===== src/design/msb_pkg.sv =====
// ----------------------------------------------------------------------------
// msb_pkg
// Shared types and constants for the multi-stack shared buffer.
// ----------------------------------------------------------------------------
package msb_pkg;

   // Fixed field widths of the request and response beats
   localparam int OP_W     = 1;
   localparam int SID_W    = 2;
   localparam int VALUE_W  = 32;
   localparam int STATUS_W = 2;

   // Operation codes
   localparam logic [OP_W-1:0] OP_PUSH = 1'b0;
   localparam logic [OP_W-1:0] OP_POP  = 1'b1;

   // Response status codes
   localparam logic [STATUS_W-1:0] STATUS_OK       = 2'd0;
   localparam logic [STATUS_W-1:0] STATUS_OVERFLOW = 2'd1;
   localparam logic [STATUS_W-1:0] STATUS_EMPTY    = 2'd2;

   // Sequencer states
   typedef enum logic {
      ST_IDLE,
      ST_EXEC
   } msb_state_type;

   // Strobes from the sequencer output decode
   typedef struct packed {
      logic req_stall;
      logic accept;
      logic exec_fire;
   } msb_ctrl_type;

endpackage


===== src/design/msb_ram.sv =====
// ----------------------------------------------------------------------------
// msb_ram
// Simple dual-port synchronous RAM: one write port, one registered read port.
// ----------------------------------------------------------------------------
module msb_ram #(
   parameter int WIDTH  = 32,
   parameter int DEPTH  = 16,
   parameter int ADDR_W = 4
) (
   input  logic              clock,
   input  logic              wr_en,
   input  logic [ADDR_W-1:0] wr_addr,
   input  logic [WIDTH-1:0]  wr_data,
   input  logic              rd_en,
   input  logic [ADDR_W-1:0] rd_addr,
   output logic [WIDTH-1:0]  rd_data
);

   logic [WIDTH-1:0] mem [DEPTH];
   logic [WIDTH-1:0] rd_data_ff;

   always_ff @(posedge clock) begin
      if (wr_en) begin
         mem[wr_addr] <= wr_data;
      end
   end

   // Hold the last read until the next read enable
   always_ff @(posedge clock) begin
      if (rd_en) begin
         rd_data_ff <= mem[rd_addr];
      end
   end

   assign rd_data = rd_data_ff;

endmodule


===== src/design/multi_stack_shared_buffer_core.sv =====
// ----------------------------------------------------------------------------
// multi_stack_shared_buffer_core
// Several LIFO stacks threaded as linked lists through one shared slot store.
// ----------------------------------------------------------------------------
// Usage:
//   Request channel (req_*): one beat is a push (req_op = push, req_value) or
//   a pop on stack req_stack_id. Response channel (rsp_*): exactly one beat
//   per request, in order, with rsp_status ok / overflow / empty and the
//   popped item on rsp_read_value (zero unless a pop succeeds).
//   A request is held in registers until its write cycle, which loads the
//   response register; a new request is accepted only after it. The edge
//   that accepts a request reads the target slot's link and data from the
//   RAMs; the write cycle uses that registered read data to write both RAMs,
//   the head registers and the response register. The request channel is
//   stalled in the write cycle, so reads and writes to one slot never overlap.
//   The response sits in its own register, so a new request is accepted while
//   an earlier response still waits. If the receiver stalls and the register
//   is still full when the next request reaches its write cycle, that request
//   holds in place (and req_stall stays high) until the register frees.
//   Reset: synchronous, active high. All stacks go empty and the free list
//   covers every slot in order. There is no clearing pass: a fill count marks
//   the slots whose link was never written, which read as "next slot".
// ----------------------------------------------------------------------------
module multi_stack_shared_buffer_core #(
   parameter int NUM_STACKS = 4,
   parameter int NUM_SLOTS  = 16,
   parameter int DATA_WIDTH = 32
) (
   input  logic                                clock,
   input  logic                                reset,
   // request channel
   input  logic                                req_valid,
   output logic                                req_stall,
   input  logic [msb_pkg::OP_W-1:0]            req_op,
   input  logic [msb_pkg::SID_W-1:0]           req_stack_id,
   input  logic signed [msb_pkg::VALUE_W-1:0]  req_value,
   // response channel
   output logic                                rsp_valid,
   input  logic                                rsp_stall,
   output logic signed [msb_pkg::VALUE_W-1:0]  rsp_read_value,
   output logic [msb_pkg::STATUS_W-1:0]        rsp_status
);

   // Pointer holds 0 .. NUM_SLOTS, where NUM_SLOTS is null
   localparam int PTR_W  = $clog2(NUM_SLOTS + 1);
   localparam int ADDR_W = $clog2(NUM_SLOTS);
   // Only stacks a request can name need a head register
   localparam int SID_SPAN = 1 << msb_pkg::SID_W;
   localparam int HEAD_N   = (NUM_STACKS < SID_SPAN) ? NUM_STACKS : SID_SPAN;
   localparam logic [PTR_W-1:0] NULL_PTR = PTR_W'(NUM_SLOTS);

   // ---------------------------------------------------------------------
   // Control state
   // ---------------------------------------------------------------------
   msb_pkg::msb_state_type state_ff, state_in;
   msb_pkg::msb_ctrl_type  ctrl;

   logic [PTR_W-1:0] head_ff [HEAD_N];
   logic [PTR_W-1:0] head_in [HEAD_N];
   logic [PTR_W-1:0] free_head_ff, free_head_in;
   logic [PTR_W-1:0] fill_ff, fill_in;

   // Request held across the write cycle
   logic [msb_pkg::OP_W-1:0]    op_ff;
   logic [msb_pkg::SID_W-1:0]   sid_ff;
   logic [msb_pkg::VALUE_W-1:0] value_ff;
   logic [PTR_W-1:0]            slot_ff;
   logic                        go_ff;

   // Response register
   logic                          rsp_valid_ff, rsp_valid_in;
   logic [msb_pkg::VALUE_W-1:0]   rsp_read_value_ff, rsp_read_value_in;
   logic [msb_pkg::STATUS_W-1:0]  rsp_status_ff, rsp_status_in;

   logic out_free;
   assign out_free = !rsp_valid_ff || !rsp_stall;

   // ---------------------------------------------------------------------
   // Sequencer
   // ---------------------------------------------------------------------
   always_comb begin
      state_in = state_ff;
      case (state_ff)
         msb_pkg::ST_IDLE: begin
            if (req_valid && !reset) begin
               state_in = msb_pkg::ST_EXEC;
            end
         end
         msb_pkg::ST_EXEC: begin
            if (out_free) begin
               state_in = msb_pkg::ST_IDLE;
            end
         end
         default: begin
            state_in = msb_pkg::ST_IDLE;
         end
      endcase
   end

   always_comb begin
      ctrl = '0;
      case (state_ff)
         msb_pkg::ST_IDLE: begin
            ctrl.req_stall = reset;
            ctrl.accept    = req_valid && !reset;
         end
         msb_pkg::ST_EXEC: begin
            ctrl.req_stall = 1'b1;
            ctrl.exec_fire = out_free;
         end
         default: begin
            ctrl.req_stall = 1'b1;
         end
      endcase
   end

   assign req_stall = ctrl.req_stall;

   // ---------------------------------------------------------------------
   // Accept cycle: pick the target slot and issue the RAM reads
   // ---------------------------------------------------------------------
   logic             sid_ok;
   logic [PTR_W-1:0] req_head;
   logic [PTR_W-1:0] req_slot;

   assign sid_ok = (32'(req_stack_id) < NUM_STACKS);

   always_comb begin
      req_head = NULL_PTR;
      for (int i = 0; i < HEAD_N; i++) begin
         if (req_stack_id == msb_pkg::SID_W'(i)) begin
            req_head = head_ff[i];
         end
      end
   end

   // Push takes the free-list head, pop takes the stack top
   assign req_slot = (req_op == msb_pkg::OP_PUSH) ? free_head_ff : req_head;

   always_ff @(posedge clock) begin
      if (ctrl.accept) begin
         op_ff    <= req_op;
         sid_ff   <= req_stack_id;
         value_ff <= req_value;
         slot_ff  <= req_slot;
         go_ff    <= sid_ok && (req_slot < NULL_PTR);
      end
   end

   // ---------------------------------------------------------------------
   // Slot stores
   // ---------------------------------------------------------------------
   logic                  link_we;
   logic [PTR_W-1:0]      link_wdata;
   logic [PTR_W-1:0]      link_q;
   logic                  data_we;
   logic [DATA_WIDTH-1:0] data_wdata;
   logic [DATA_WIDTH-1:0] data_q;
   logic [msb_pkg::VALUE_W-1:0] data_q_ext;

   msb_ram #(
      .WIDTH  (PTR_W),
      .DEPTH  (NUM_SLOTS),
      .ADDR_W (ADDR_W)
   ) u_link_ram (
      .clock   (clock),
      .wr_en   (link_we),
      .wr_addr (slot_ff[ADDR_W-1:0]),
      .wr_data (link_wdata),
      .rd_en   (ctrl.accept),
      .rd_addr (req_slot[ADDR_W-1:0]),
      .rd_data (link_q)
   );

   msb_ram #(
      .WIDTH  (DATA_WIDTH),
      .DEPTH  (NUM_SLOTS),
      .ADDR_W (ADDR_W)
   ) u_data_ram (
      .clock   (clock),
      .wr_en   (data_we),
      .wr_addr (slot_ff[ADDR_W-1:0]),
      .wr_data (data_wdata),
      .rd_en   (ctrl.accept),
      .rd_addr (req_slot[ADDR_W-1:0]),
      .rd_data (data_q)
   );

   // Fit the item to the store width and back
   if (DATA_WIDTH > msb_pkg::VALUE_W) begin : g_wide
      assign data_wdata = {{(DATA_WIDTH - msb_pkg::VALUE_W){1'b0}}, value_ff};
      assign data_q_ext = data_q[msb_pkg::VALUE_W-1:0];
   end else if (DATA_WIDTH == msb_pkg::VALUE_W) begin : g_equal
      assign data_wdata = value_ff;
      assign data_q_ext = data_q;
   end else begin : g_narrow
      assign data_wdata = value_ff[DATA_WIDTH-1:0];
      assign data_q_ext = {{(msb_pkg::VALUE_W - DATA_WIDTH){1'b0}}, data_q};
   end

   // ---------------------------------------------------------------------
   // Write cycle: relink, update heads, load the response
   // ---------------------------------------------------------------------
   logic             is_push;
   logic             push_ok;
   logic             pop_ok;
   logic             fresh;
   logic [PTR_W-1:0] link_eff;
   logic [PTR_W-1:0] cur_head;

   assign is_push = (op_ff == msb_pkg::OP_PUSH);
   assign push_ok = ctrl.exec_fire && is_push && go_ff;
   assign pop_ok  = ctrl.exec_fire && !is_push && go_ff;

   // A slot at or past the fill count was never relinked: it links to the next
   assign fresh    = (slot_ff >= fill_ff);
   assign link_eff = fresh ? PTR_W'(slot_ff + PTR_W'(1)) : link_q;

   always_comb begin
      cur_head = NULL_PTR;
      for (int i = 0; i < HEAD_N; i++) begin
         if (sid_ff == msb_pkg::SID_W'(i)) begin
            cur_head = head_ff[i];
         end
      end
   end

   assign link_we    = push_ok || pop_ok;
   assign link_wdata = is_push ? cur_head : free_head_ff;
   assign data_we    = push_ok;

   always_comb begin
      free_head_in = free_head_ff;
      fill_in      = fill_ff;
      for (int i = 0; i < HEAD_N; i++) begin
         head_in[i] = head_ff[i];
      end
      if (push_ok) begin
         free_head_in = link_eff;
         if (fresh) begin
            fill_in = PTR_W'(fill_ff + PTR_W'(1));
         end
         for (int i = 0; i < HEAD_N; i++) begin
            if (sid_ff == msb_pkg::SID_W'(i)) begin
               head_in[i] = slot_ff;
            end
         end
      end else if (pop_ok) begin
         free_head_in = slot_ff;
         for (int i = 0; i < HEAD_N; i++) begin
            if (sid_ff == msb_pkg::SID_W'(i)) begin
               head_in[i] = link_eff;
            end
         end
      end
   end

   always_comb begin
      rsp_valid_in      = rsp_valid_ff && rsp_stall;
      rsp_read_value_in = rsp_read_value_ff;
      rsp_status_in     = rsp_status_ff;
      if (ctrl.exec_fire) begin
         rsp_valid_in      = 1'b1;
         rsp_read_value_in = pop_ok ? data_q_ext : '0;
         if (go_ff) begin
            rsp_status_in = msb_pkg::STATUS_OK;
         end else if (is_push) begin
            rsp_status_in = msb_pkg::STATUS_OVERFLOW;
         end else begin
            rsp_status_in = msb_pkg::STATUS_EMPTY;
         end
      end
   end

   // ---------------------------------------------------------------------
   // Registers
   // ---------------------------------------------------------------------
   always_ff @(posedge clock) begin
      if (reset) begin
         state_ff     <= msb_pkg::ST_IDLE;
         free_head_ff <= '0;
         fill_ff      <= '0;
         rsp_valid_ff <= 1'b0;
         for (int i = 0; i < HEAD_N; i++) begin
            head_ff[i] <= NULL_PTR;
         end
      end else begin
         state_ff     <= state_in;
         free_head_ff <= free_head_in;
         fill_ff      <= fill_in;
         rsp_valid_ff <= rsp_valid_in;
         for (int i = 0; i < HEAD_N; i++) begin
            head_ff[i] <= head_in[i];
         end
      end
   end

   always_ff @(posedge clock) begin
      rsp_read_value_ff <= rsp_read_value_in;
      rsp_status_ff     <= rsp_status_in;
   end

   assign rsp_valid      = rsp_valid_ff;
   assign rsp_read_value = rsp_read_value_ff;
   assign rsp_status     = rsp_status_ff;

   // ---------------------------------------------------------------------
   // Assertions
   // ---------------------------------------------------------------------
   a_fill_bound: assert property (@(posedge clock) disable iff (reset)
      fill_ff <= NULL_PTR)
      else $error("fill count ran past the slot store");

   a_accept_to_exec: assert property (@(posedge clock) disable iff (reset)
      (req_valid && !req_stall) |=> (state_ff == msb_pkg::ST_EXEC))
      else $error("accepted request did not enter the write cycle");

   a_rsp_from_exec: assert property (@(posedge clock) disable iff (reset)
      $rose(rsp_valid) |-> $past(state_ff == msb_pkg::ST_EXEC))
      else $error("response appeared without a write cycle");

   a_free_not_head: assert property (@(posedge clock) disable iff (reset)
      (free_head_ff != NULL_PTR) |-> (free_head_ff != head_ff[0]))
      else $error("free list and stack share a top slot");

endmodule

===== config.mk =====
export PLATFORM = sky130hd
export DESIGN_NAME = multi_stack_shared_buffer_core
export DESIGN_NICKNAME = d
export VERILOG_FILES = /design/src/design/msb_pkg.sv /design/src/design/msb_ram.sv /design/src/design/multi_stack_shared_buffer_core.sv
export SDC_FILE = /design/constraint.sdc
export NUM_CORES = 1
export LEC_CHECK = 0
export BUFFER_PORTS_ARGS = -buffer_cell sky130_fd_sc_hd__buf_2
export CORE_UTILIZATION = 50
export DETAILED_ROUTE_END_ITERATION = 8
export PLACE_DENSITY_LB_ADDON = 0.05
export SLEW_MARGIN = 40
export SYNTH_ARGS = -nofsm -noshare
export SYNTH_HDL_FRONTEND = slang
export SYNTH_SLANG_ARGS = --single-unit

===== constraint.sdc =====
create_clock -name clock -period 18.15 [get_ports clock]
set_input_delay 0.9075 -clock clock [delete_from_list [all_inputs] [get_ports clock]]
set_output_delay 0.9075 -clock clock [all_outputs]
set_load 0.02 [all_outputs]

==> results of run 1 <==
[worst register-to-register path, stage by stage (launching register included)]
cell and delay, ns:
sky130_fd_sc_hd__dfxtp_1 0.36, sky130_fd_sc_hd__mux2i_1 0.12, sky130_fd_sc_hd__a31oi_4 0.21, sky130_fd_sc_hd__buf_4 0.37, sky130_fd_sc_hd__nand2_8 0.34, sky130_fd_sc_hd__inv_6 0.50, sky130_fd_sc_hd__buf_6 0.63, sky130_fd_sc_hd__a32oi_1 0.26
sky130_fd_sc_hd__o22ai_1 0.36, sky130_fd_sc_hd__a221oi_2 0.06
[area by class of cell]
| type | count | share of cell area |
|---|---|---|
| clock buffers | 96 | 0.0632 |
| clock inverters | 42 | 0.0110 |
| inverters | 18 | 0.00230 |
| multi-input cells | 1083 | 0.204 |
| flip-flops and latches | 736 | 0.668 |
| well taps | 756 | 0.0290 |
| repair buffers | 114 | 0.0220 |
[routing by layer]
layer,global-route usage,up-vias
met5,0,-
met4,0.0664,0
met3,0.0354,116
met2,0.392,540
met1,0.353,8901
li1,-,7765
[Yosys cell counts, drive strengths merged]
master / instances / area [µm²]
o22ai: 41 / 257
and2: 1 / 6.26
nand3b: 3 / 22.5
mux4: 8 / 180
or2: 1 / 6.26
edfxtp: 704 / 21100
o21a: 3 / 22.5
nor2: 54 / 203
buf: 88 / 507
mux2i: 4 / 40.0
o21ai: 20 / 104
nand2b: 9 / 56.3
nand3: 22 / 110
a211o: 2 / 17.5
o211ai: 2 / 15.0
a21oi: 91 / 455
inv: 18 / 70.1
a22oi: 78 / 586
a32oi: 74 / 648
mux2: 5 / 56.3
ha: 10 / 125
o31ai: 4 / 30.0
nand2: 477 / 1800
nor3b: 1 / 7.51
nor3: 9 / 45.0
xnor2: 4 / 35.0
a21boi: 1 / 7.51
dfxtp: 32 / 641
or3: 2 / 12.5
or4: 1 / 7.51
a31oi: 3 / 40.0
clkbuf: 54 / 203
nor2b: 1 / 6.26
a2111oi: 1 / 15.0
o221a: 2 / 22.5
and3: 33 / 206
a32o: 74 / 741
xor2: 1 / 8.76
a211oi: 2 / 15.0
a221oi: 37 / 524
nand4: 2 / 12.5
[final timing paths]
check	from	end	slack, ns	cells after the start
max	req_op	u_link_ram.rd_data[2]	14.34	10
min	req_value[21]	data_wdata[21]	0.47	1
max reg2reg	head_ff[1][0]	u_link_ram.rd_data[2]	14.65	9
min reg2reg	head_ff[1][3]	head_ff[1][3]	0.48	2
[kinds of logic (layout without fill, tap and decap cells)]
family	after synthesis	in the layout	synth area share
muxes	17	17	0.00953
AOI/OAI and AO/OA	435	435	0.121
adders and majority gates	10	10	0.00431
xor gates and xnor gates	5	5	0.00151
and+or+nand+nor	616	616	0.0862
DFF	736	736	0.751
buffers and inverters	160	270	0.0269
[flip-flops by register name, summed over array words and instances (netlist names), 20 cells and up]
signal	cells
u_data_ram.mem	512
u_link_ram.mem	80
data_wdata	32
rsp_read_value	32
u_data_ram.rd_data	32
head_ff	20
[power by group through the flow]
stage | logic [mW] | clock network, mW | registers [mW]
global route | 0.182 | 1.61 | 1.89
CTS | 0.167 | 1.55 | 1.89
floorplan | 0.118 | 0 | 1.92
global placement | 0.164 | 0 | 1.92
finish | 0.168 | 1.52 | 1.89
detailed placement | 0.167 | 0 | 1.92
==> metrics.txt, run 1 <==
# TYPE chip_impl_metric gauge
chip_impl_metric{name="gr-total-overflow",unit=""} 0
chip_impl_metric{name="clkPwrFrac",unit=""} 0.426
chip_impl_metric{name="io-pin-count",unit=""} 75
chip_impl_metric{name="remaining_drc_errors",unit=""} 0
chip_impl_metric{name="finish.utilization",unit=""} 0.574
chip_impl_info{name="worst_setup_path_start_kind",value="input pin"} 1
chip_impl_info{name="run_status",value="complete, no violations"} 1
chip_impl_metric{name="place_area",unit="µm²"} 30100
chip_impl_metric{name="met1Wirelength",unit="µm"} 32700
chip_impl_info{name="timing.critical_path.slowest_stage_cell",value="sky130_fd_sc_hd__buf_6"} 1
chip_impl_metric{name="wire_per_inst",unit="µm"} 25.2
chip_impl_metric{name="layout_min_cycle_time",unit="ns"} 3.81
chip_impl_metric{name="critical_path_arrival",unit="ns"} 4.13
chip_impl_metric{name="clock.fmax",unit="MHz"} 262
chip_impl_metric{name="vias",unit=""} 17300
chip_impl_metric{name="post-cts-setup-buffers",unit=""} 0
chip_impl_metric{name="cap_violations",unit=""} 0
chip_impl_metric{name="grt_max_degree",unit=""} 100
chip_impl_metric{name="length_of_routed_met2_wiring",unit="µm"} 33600
chip_impl_metric{name="postSynthNetCount",unit=""} 2028
chip_impl_metric{name="antenna_found_initial",unit=""} 0
chip_impl_metric{name="die_width",unit="µm"} 243
chip_impl_metric{name="layout-area-overhead-vs-synth",unit="%"} 12.4
chip_impl_metric{name="tritoncts_num_sinks",unit=""} 736
chip_impl_metric{name="number_of_buffers_created_by_cts",unit=""} 77
chip_impl_metric{name="crit_fanout",unit=""} 88
chip_impl_metric{name="power.switching_fraction",unit=""} 0.217
chip_impl_metric{name="wl_met3",unit="µm"} 3580
chip_impl_metric{name="timing.final.setup_violations",unit=""} 0
chip_impl_metric{name="finish.net_count",unit=""} 2079
chip_impl_metric{name="leakage",unit="nW"} 10.9
chip_impl_info{name="routed.top_layer",value="met4"} 1
chip_impl_metric{name="post_drt_via_cell_ratio",unit=""} 6.09
chip_impl_metric{name="worst_hold_slack",unit="ns"} 0.468
chip_impl_metric{name="share_of_the_cycle_needed_by_the_critical_path_after_routing",unit=""} 0.210
chip_impl_metric{name="cts-htree-levels",unit=""} 3
chip_impl_info{name="layout.cells.most_common",value="sky130_fd_sc_hd__edfxtp_1"} 1
chip_impl_metric{name="antenna_left",unit=""} 0
chip_impl_metric{name="finalInstanceArea",unit="µm²"} 32600
chip_impl_metric{name="n_antenna_cell",unit=""} 0
chip_impl_metric{name="power.switching",unit="µW"} 777
chip_impl_metric{name="synth_cell_type_count",unit=""} 52
chip_impl_info{name="path_delay_family",value="buffers and inverters"} 1
chip_impl_metric{name="vdd.ir_drop.worst",unit="µV"} 80.1
chip_impl_metric{name="final_non_filler_cell_total",unit=""} 2845
chip_impl_metric{name="critical_path.max_stage_delay",unit="ns"} 0.63
chip_impl_metric{name="first_global_vias",unit=""} 16900
chip_impl_metric{name="synth.ff_latch_count",unit=""} 736
chip_impl_metric{name="multi_input_area",unit="µm²"} 6650
chip_impl_metric{name="worst_slack_after_detailed_placement",unit="ns"} 13.43
chip_impl_metric{name="timing.critical_path.required",unit="ns"} 18.47
chip_impl_metric{name="rows",unit=""} 87
chip_impl_metric{name="globalplace.congestion",unit=""} 0.801
chip_impl_metric{name="first_pass_grt_wire_length",unit="µm"} 108000
chip_impl_metric{name="synth.yosys.warnings",unit=""} 0
chip_impl_metric{name="ff_latch_area",unit="µm²"} 21800
chip_impl_metric{name="clock_tree.buffer_depth",unit=""} 3
chip_impl_metric{name="path_clk_slew",unit="ns"} 0.06
chip_impl_info{name="setup_repair_after_global_routing_missed_its_margin",value="false"} 1
chip_impl_metric{name="powerDensity",unit="nW/µm²"} 110
chip_impl_metric{name="fin_setup_tns",unit="ns"} 0
chip_impl_metric{name="finalMaxSlewViolations",unit=""} 0
chip_impl_metric{name="relSlewSlack",unit=""} 0.413
chip_impl_metric{name="port_buffer_count",unit=""} 74
chip_impl_metric{name="core_area",unit="µm²"} 56800
chip_impl_metric{name="synth_cells",unit=""} 1979
chip_impl_metric{name="filler_cell_count",unit=""} 4566
chip_impl_metric{name="clk-insertion-delay-late",unit="ns"} 0.62
chip_impl_metric{name="finalWorstSetupSlack",unit="ns"} 14.34
chip_impl_info{name="cp_cell_sequence",value="buf_2, nor2_1, a31oi_4, buf_4, nand2_8, inv_6, buf_6, a32oi_1, o22ai_1, a221oi_2"} 1
chip_impl_metric{name="worst_slew_pin_slew",unit="ns"} 0.881
chip_impl_info{name="tritoncts_clock_tree",value="built"} 1
chip_impl_metric{name="p_comb_frac",unit=""} 0.047
chip_impl_metric{name="synth_sequential_area_ratio",unit=""} 0.751
chip_impl_metric{name="synth.cell_area",unit="µm²"} 29000
chip_impl_info{name="min-delay-path-class",value="input pin to register"} 1
chip_impl_info{name="endpoint_kind",value="register"} 1
chip_impl_metric{name="fraction_of_final_layout_cells_sized_beyond_drive_strength_1",unit=""} 0.146
chip_impl_metric{name="routed_wl",unit="µm"} 71600
chip_impl_info{name="critical_path_start_end_classification",value="input pin to register"} 1
chip_impl_metric{name="drt_iter0_markers",unit=""} 1726
chip_impl_metric{name="total_routing_usage_reported_by_global_routing",unit=""} 0.245
chip_impl_metric{name="crit_buf_inv",unit=""} 4
chip_impl_metric{name="timing_hold_violations_final",unit=""} 0
chip_impl_metric{name="synth.avg_cell_area",unit="µm²"} 14.7
chip_impl_metric{name="clock_skew",unit="ns"} 0.0189
chip_impl_metric{name="dp.cells",unit=""} 2706
chip_impl_info{name="cts.root.buffer_cell",value="sky130_fd_sc_hd__clkbuf_16"} 1
chip_impl_info{name="mostFrequentLayoutCells",value="sky130_fd_sc_hd__edfxtp_1 (704), sky130_fd_sc_hd__nand2_1 (476), sky130_fd_sc_hd__a21oi_1 (90)"} 1
chip_impl_metric{name="detailed_place_hpwl",unit="µm"} 36100
chip_impl_metric{name="postCtsResizedCells",unit=""} 0
chip_impl_metric{name="floorplan.initialDensity",unit=""} 0.510
chip_impl_metric{name="seqPwrFrac",unit=""} 0.528
chip_impl_metric{name="cts_hold_repair.buffers",unit=""} 0
chip_impl_metric{name="die_height",unit="µm"} 243
chip_impl_metric{name="cellInternalPower",unit="mW"} 2.80
chip_impl_metric{name="die-area",unit="µm²"} 59000
chip_impl_metric{name="firstDrtPassIters",unit=""} 5
chip_impl_metric{name="total_power",unit="mW"} 3.58
No activity file was read; power rests on OpenSTA's default activity.
==> run 2: changes to the inputs <==
- clock period: 18.15 -> 3.45 ns (I/O delays scaled with it)
==> metrics.txt, run 2 (synthesized netlist as in run 1, its figures left out) <==
# TYPE chip_impl_metric gauge
chip_impl_metric{name="clock_tree.buffer_depth",unit=""} 3
chip_impl_metric{name="detailed_place_hpwl",unit="µm"} 39100
chip_impl_metric{name="floorplan.initialDensity",unit=""} 0.510
chip_impl_metric{name="die_width",unit="µm"} 243
chip_impl_metric{name="timing.critical_path.required",unit="ns"} 3.92
chip_impl_metric{name="powerDensity",unit="nW/µm²"} 562
chip_impl_metric{name="total_routing_usage_reported_by_global_routing",unit=""} 0.241
chip_impl_metric{name="post_drt_via_cell_ratio",unit=""} 5.96
chip_impl_info{name="run_status",value="complete, no violations"} 1
chip_impl_metric{name="number_of_buffers_created_by_cts",unit=""} 77
chip_impl_info{name="endpoint_kind",value="register"} 1
chip_impl_info{name="min-delay-path-class",value="input pin to register"} 1
chip_impl_metric{name="finalMaxSlewViolations",unit=""} 0
chip_impl_metric{name="die_height",unit="µm"} 243
chip_impl_metric{name="relSlewSlack",unit=""} 0.425
chip_impl_metric{name="share_of_the_cycle_needed_by_the_critical_path_after_routing",unit=""} 0.832
chip_impl_info{name="cts.root.buffer_cell",value="sky130_fd_sc_hd__clkbuf_16"} 1
chip_impl_metric{name="antenna_left",unit=""} 0
chip_impl_metric{name="clock_skew",unit="ns"} 0.0139
chip_impl_metric{name="core_area",unit="µm²"} 56800
chip_impl_metric{name="clk-insertion-delay-late",unit="ns"} 0.61
chip_impl_metric{name="globalplace.congestion",unit=""} 0.821
chip_impl_metric{name="finish.utilization",unit=""} 0.586
chip_impl_metric{name="n_antenna_cell",unit=""} 0
chip_impl_metric{name="final_non_filler_cell_total",unit=""} 2903
chip_impl_metric{name="finish.net_count",unit=""} 2142
chip_impl_metric{name="power.switching_fraction",unit=""} 0.215
chip_impl_metric{name="p_comb_frac",unit=""} 0.051
chip_impl_metric{name="vias",unit=""} 17300
chip_impl_metric{name="critical_path.max_stage_delay",unit="ns"} 0.51
chip_impl_metric{name="vdd.ir_drop.worst",unit="µV"} 439
chip_impl_metric{name="gr-total-overflow",unit=""} 0
chip_impl_metric{name="path_clk_slew",unit="ns"} 0.06
chip_impl_info{name="mostFrequentLayoutCells",value="sky130_fd_sc_hd__edfxtp_1 (704), sky130_fd_sc_hd__nand2_1 (476), sky130_fd_sc_hd__a21oi_1 (90)"} 1
chip_impl_metric{name="cts-htree-levels",unit=""} 3
chip_impl_metric{name="timing.final.setup_violations",unit=""} 0
chip_impl_info{name="tritoncts_clock_tree",value="built"} 1
chip_impl_info{name="critPathMostFrequentCell",value="sky130_fd_sc_hd__o21ai_0"} 1
chip_impl_info{name="worst_setup_path_start_kind",value="register"} 1
chip_impl_info{name="timing.critical_path.slowest_stage_cell",value="sky130_fd_sc_hd__edfxtp_1"} 1
chip_impl_metric{name="largest_reg_flops",unit=""} 512
chip_impl_metric{name="fraction_of_final_layout_cells_sized_beyond_drive_strength_1",unit=""} 0.149
chip_impl_info{name="critical_path_start_end_classification",value="register to register"} 1
chip_impl_metric{name="dp.cells",unit=""} 2733
chip_impl_metric{name="io-pin-count",unit=""} 75
chip_impl_metric{name="postCtsResizedCells",unit=""} 0
chip_impl_metric{name="routed_wl",unit="µm"} 70700
chip_impl_metric{name="layout_min_cycle_time",unit="ns"} 2.87
chip_impl_metric{name="drt_iter0_markers",unit=""} 1390
chip_impl_metric{name="cellInternalPower",unit="mW"} 14.7
chip_impl_info{name="setup_repair_after_global_routing_missed_its_margin",value="false"} 1
chip_impl_metric{name="layout-area-overhead-vs-synth",unit="%"} 14.9
chip_impl_metric{name="antenna_found_initial",unit=""} 0
chip_impl_metric{name="worst_hold_slack",unit="ns"} 0.0447
chip_impl_metric{name="die-area",unit="µm²"} 59000
chip_impl_metric{name="leakage",unit="nW"} 11.2
chip_impl_metric{name="worst_slack_after_detailed_placement",unit="ns"} 0.595
chip_impl_metric{name="worst_slew_pin_slew",unit="ns"} 0.861
chip_impl_metric{name="wire_per_inst",unit="µm"} 24.4
chip_impl_metric{name="firstDrtPassIters",unit=""} 5
chip_impl_metric{name="clkPwrFrac",unit=""} 0.418
chip_impl_info{name="cp_cell_sequence",value="inv_1, ha_1, nand2b_1, a2111oi_2, o21a_1, mux2_2, o21ai_0, o21ai_0"} 1
chip_impl_metric{name="crit_fanout",unit=""} 8
chip_impl_metric{name="fin_setup_tns",unit="ns"} 0
chip_impl_metric{name="clock.fmax",unit="MHz"} 349
chip_impl_metric{name="rows",unit=""} 87
chip_impl_metric{name="seqPwrFrac",unit=""} 0.531
chip_impl_metric{name="critical_path_arrival",unit="ns"} 3.34
chip_impl_metric{name="grt_max_degree",unit=""} 106
chip_impl_metric{name="cap_violations",unit=""} 0
chip_impl_metric{name="power.switching",unit="mW"} 4.03
chip_impl_metric{name="remaining_drc_errors",unit=""} 0
chip_impl_metric{name="first_pass_grt_wire_length",unit="µm"} 107000
chip_impl_info{name="reg.largest.list",value="u_data_ram.mem: 512 flops, u_link_ram.mem: 80 flops"} 1
chip_impl_metric{name="port_buffer_count",unit=""} 74
chip_impl_metric{name="first_global_vias",unit=""} 17000
chip_impl_info{name="max_flop_register",value="u_data_ram.mem"} 1
chip_impl_info{name="layout.cells.most_common",value="sky130_fd_sc_hd__edfxtp_1"} 1
chip_impl_metric{name="finalWorstSetupSlack",unit="ns"} 0.581
chip_impl_metric{name="timing_hold_violations_final",unit=""} 0
chip_impl_metric{name="tritoncts_num_sinks",unit=""} 736
run 2: path summary, 6_finish.rpt:
path	from	end	slack, ns	depth (start not counted)
worst min register to register	head_ff[0][2]	head_ff[0][2]	0.49	2
worst max register to register	slot_ff[0]	head_ff[0][1]	0.58	8
worst min-delay path	reset	head_ff[0][0]	0.04	2
worst max-delay path	slot_ff[0]	head_ff[0][1]	0.58	8
run 2: what timing repair did:
action / 4_1_cts / 5_1_grt
buffers inserted: 0 / 0
hold buffers: 37 / 0
hold endpoints to repair: 36 / 0
run 2: power groups by stage:
| stage | logic [mW] | clock network, mW | registers [mW] |
|---|---|---|---|
| floorplan | 0.624 | 0 | 10.1 |
| CTS | 0.969 | 7.98 | 9.94 |
| global route | 1.04 | 8.30 | 9.94 |
| global placement | 0.922 | 0 | 10.1 |
| finish | 0.963 | 7.81 | 9.94 |
| detailed placement | 0.935 | 0 | 10.1 |
run 2: cell type report:
cell class                 instances  area, µm²
fill                            4483      23500
sequential                       736      21800
multi-input combinational       1083       6650
clock buffer                      95       2080
timing repair buffer             177       1510
tap                              756        946
clock inverter                    38        272
inverter                          18       75.1
run 2: per-stage QoR:
stage               cell area, µm²  total power [mW]
floorplan                    29100              10.7
global placement             30600              11.0
detailed placement           30600              11.1
CTS                          33300              18.9
global route                 33300              19.3
finish                       33300              18.7
run 2: routing by layer:
metal,up-vias,track usage,routed length (µm)
li1,7877,-,-
met1,8863,0.350,32400
met2,491,0.383,33600
met3,84,0.0323,3380
met4,0,0.0671,1270
met5,-,0,0
run 2: critical path, delay by kind of cell (launching register included):
kind                     cells  cell delay [ns]
buffers and inverters        1             0.19
AO/OA/AOI/OAI                4             1.29
flip-flops                   1             0.51
adder cells (fa/ha/maj)      1             0.24
AND/OR/NAND/NOR              1             0.15
multiplexers                 1             0.36
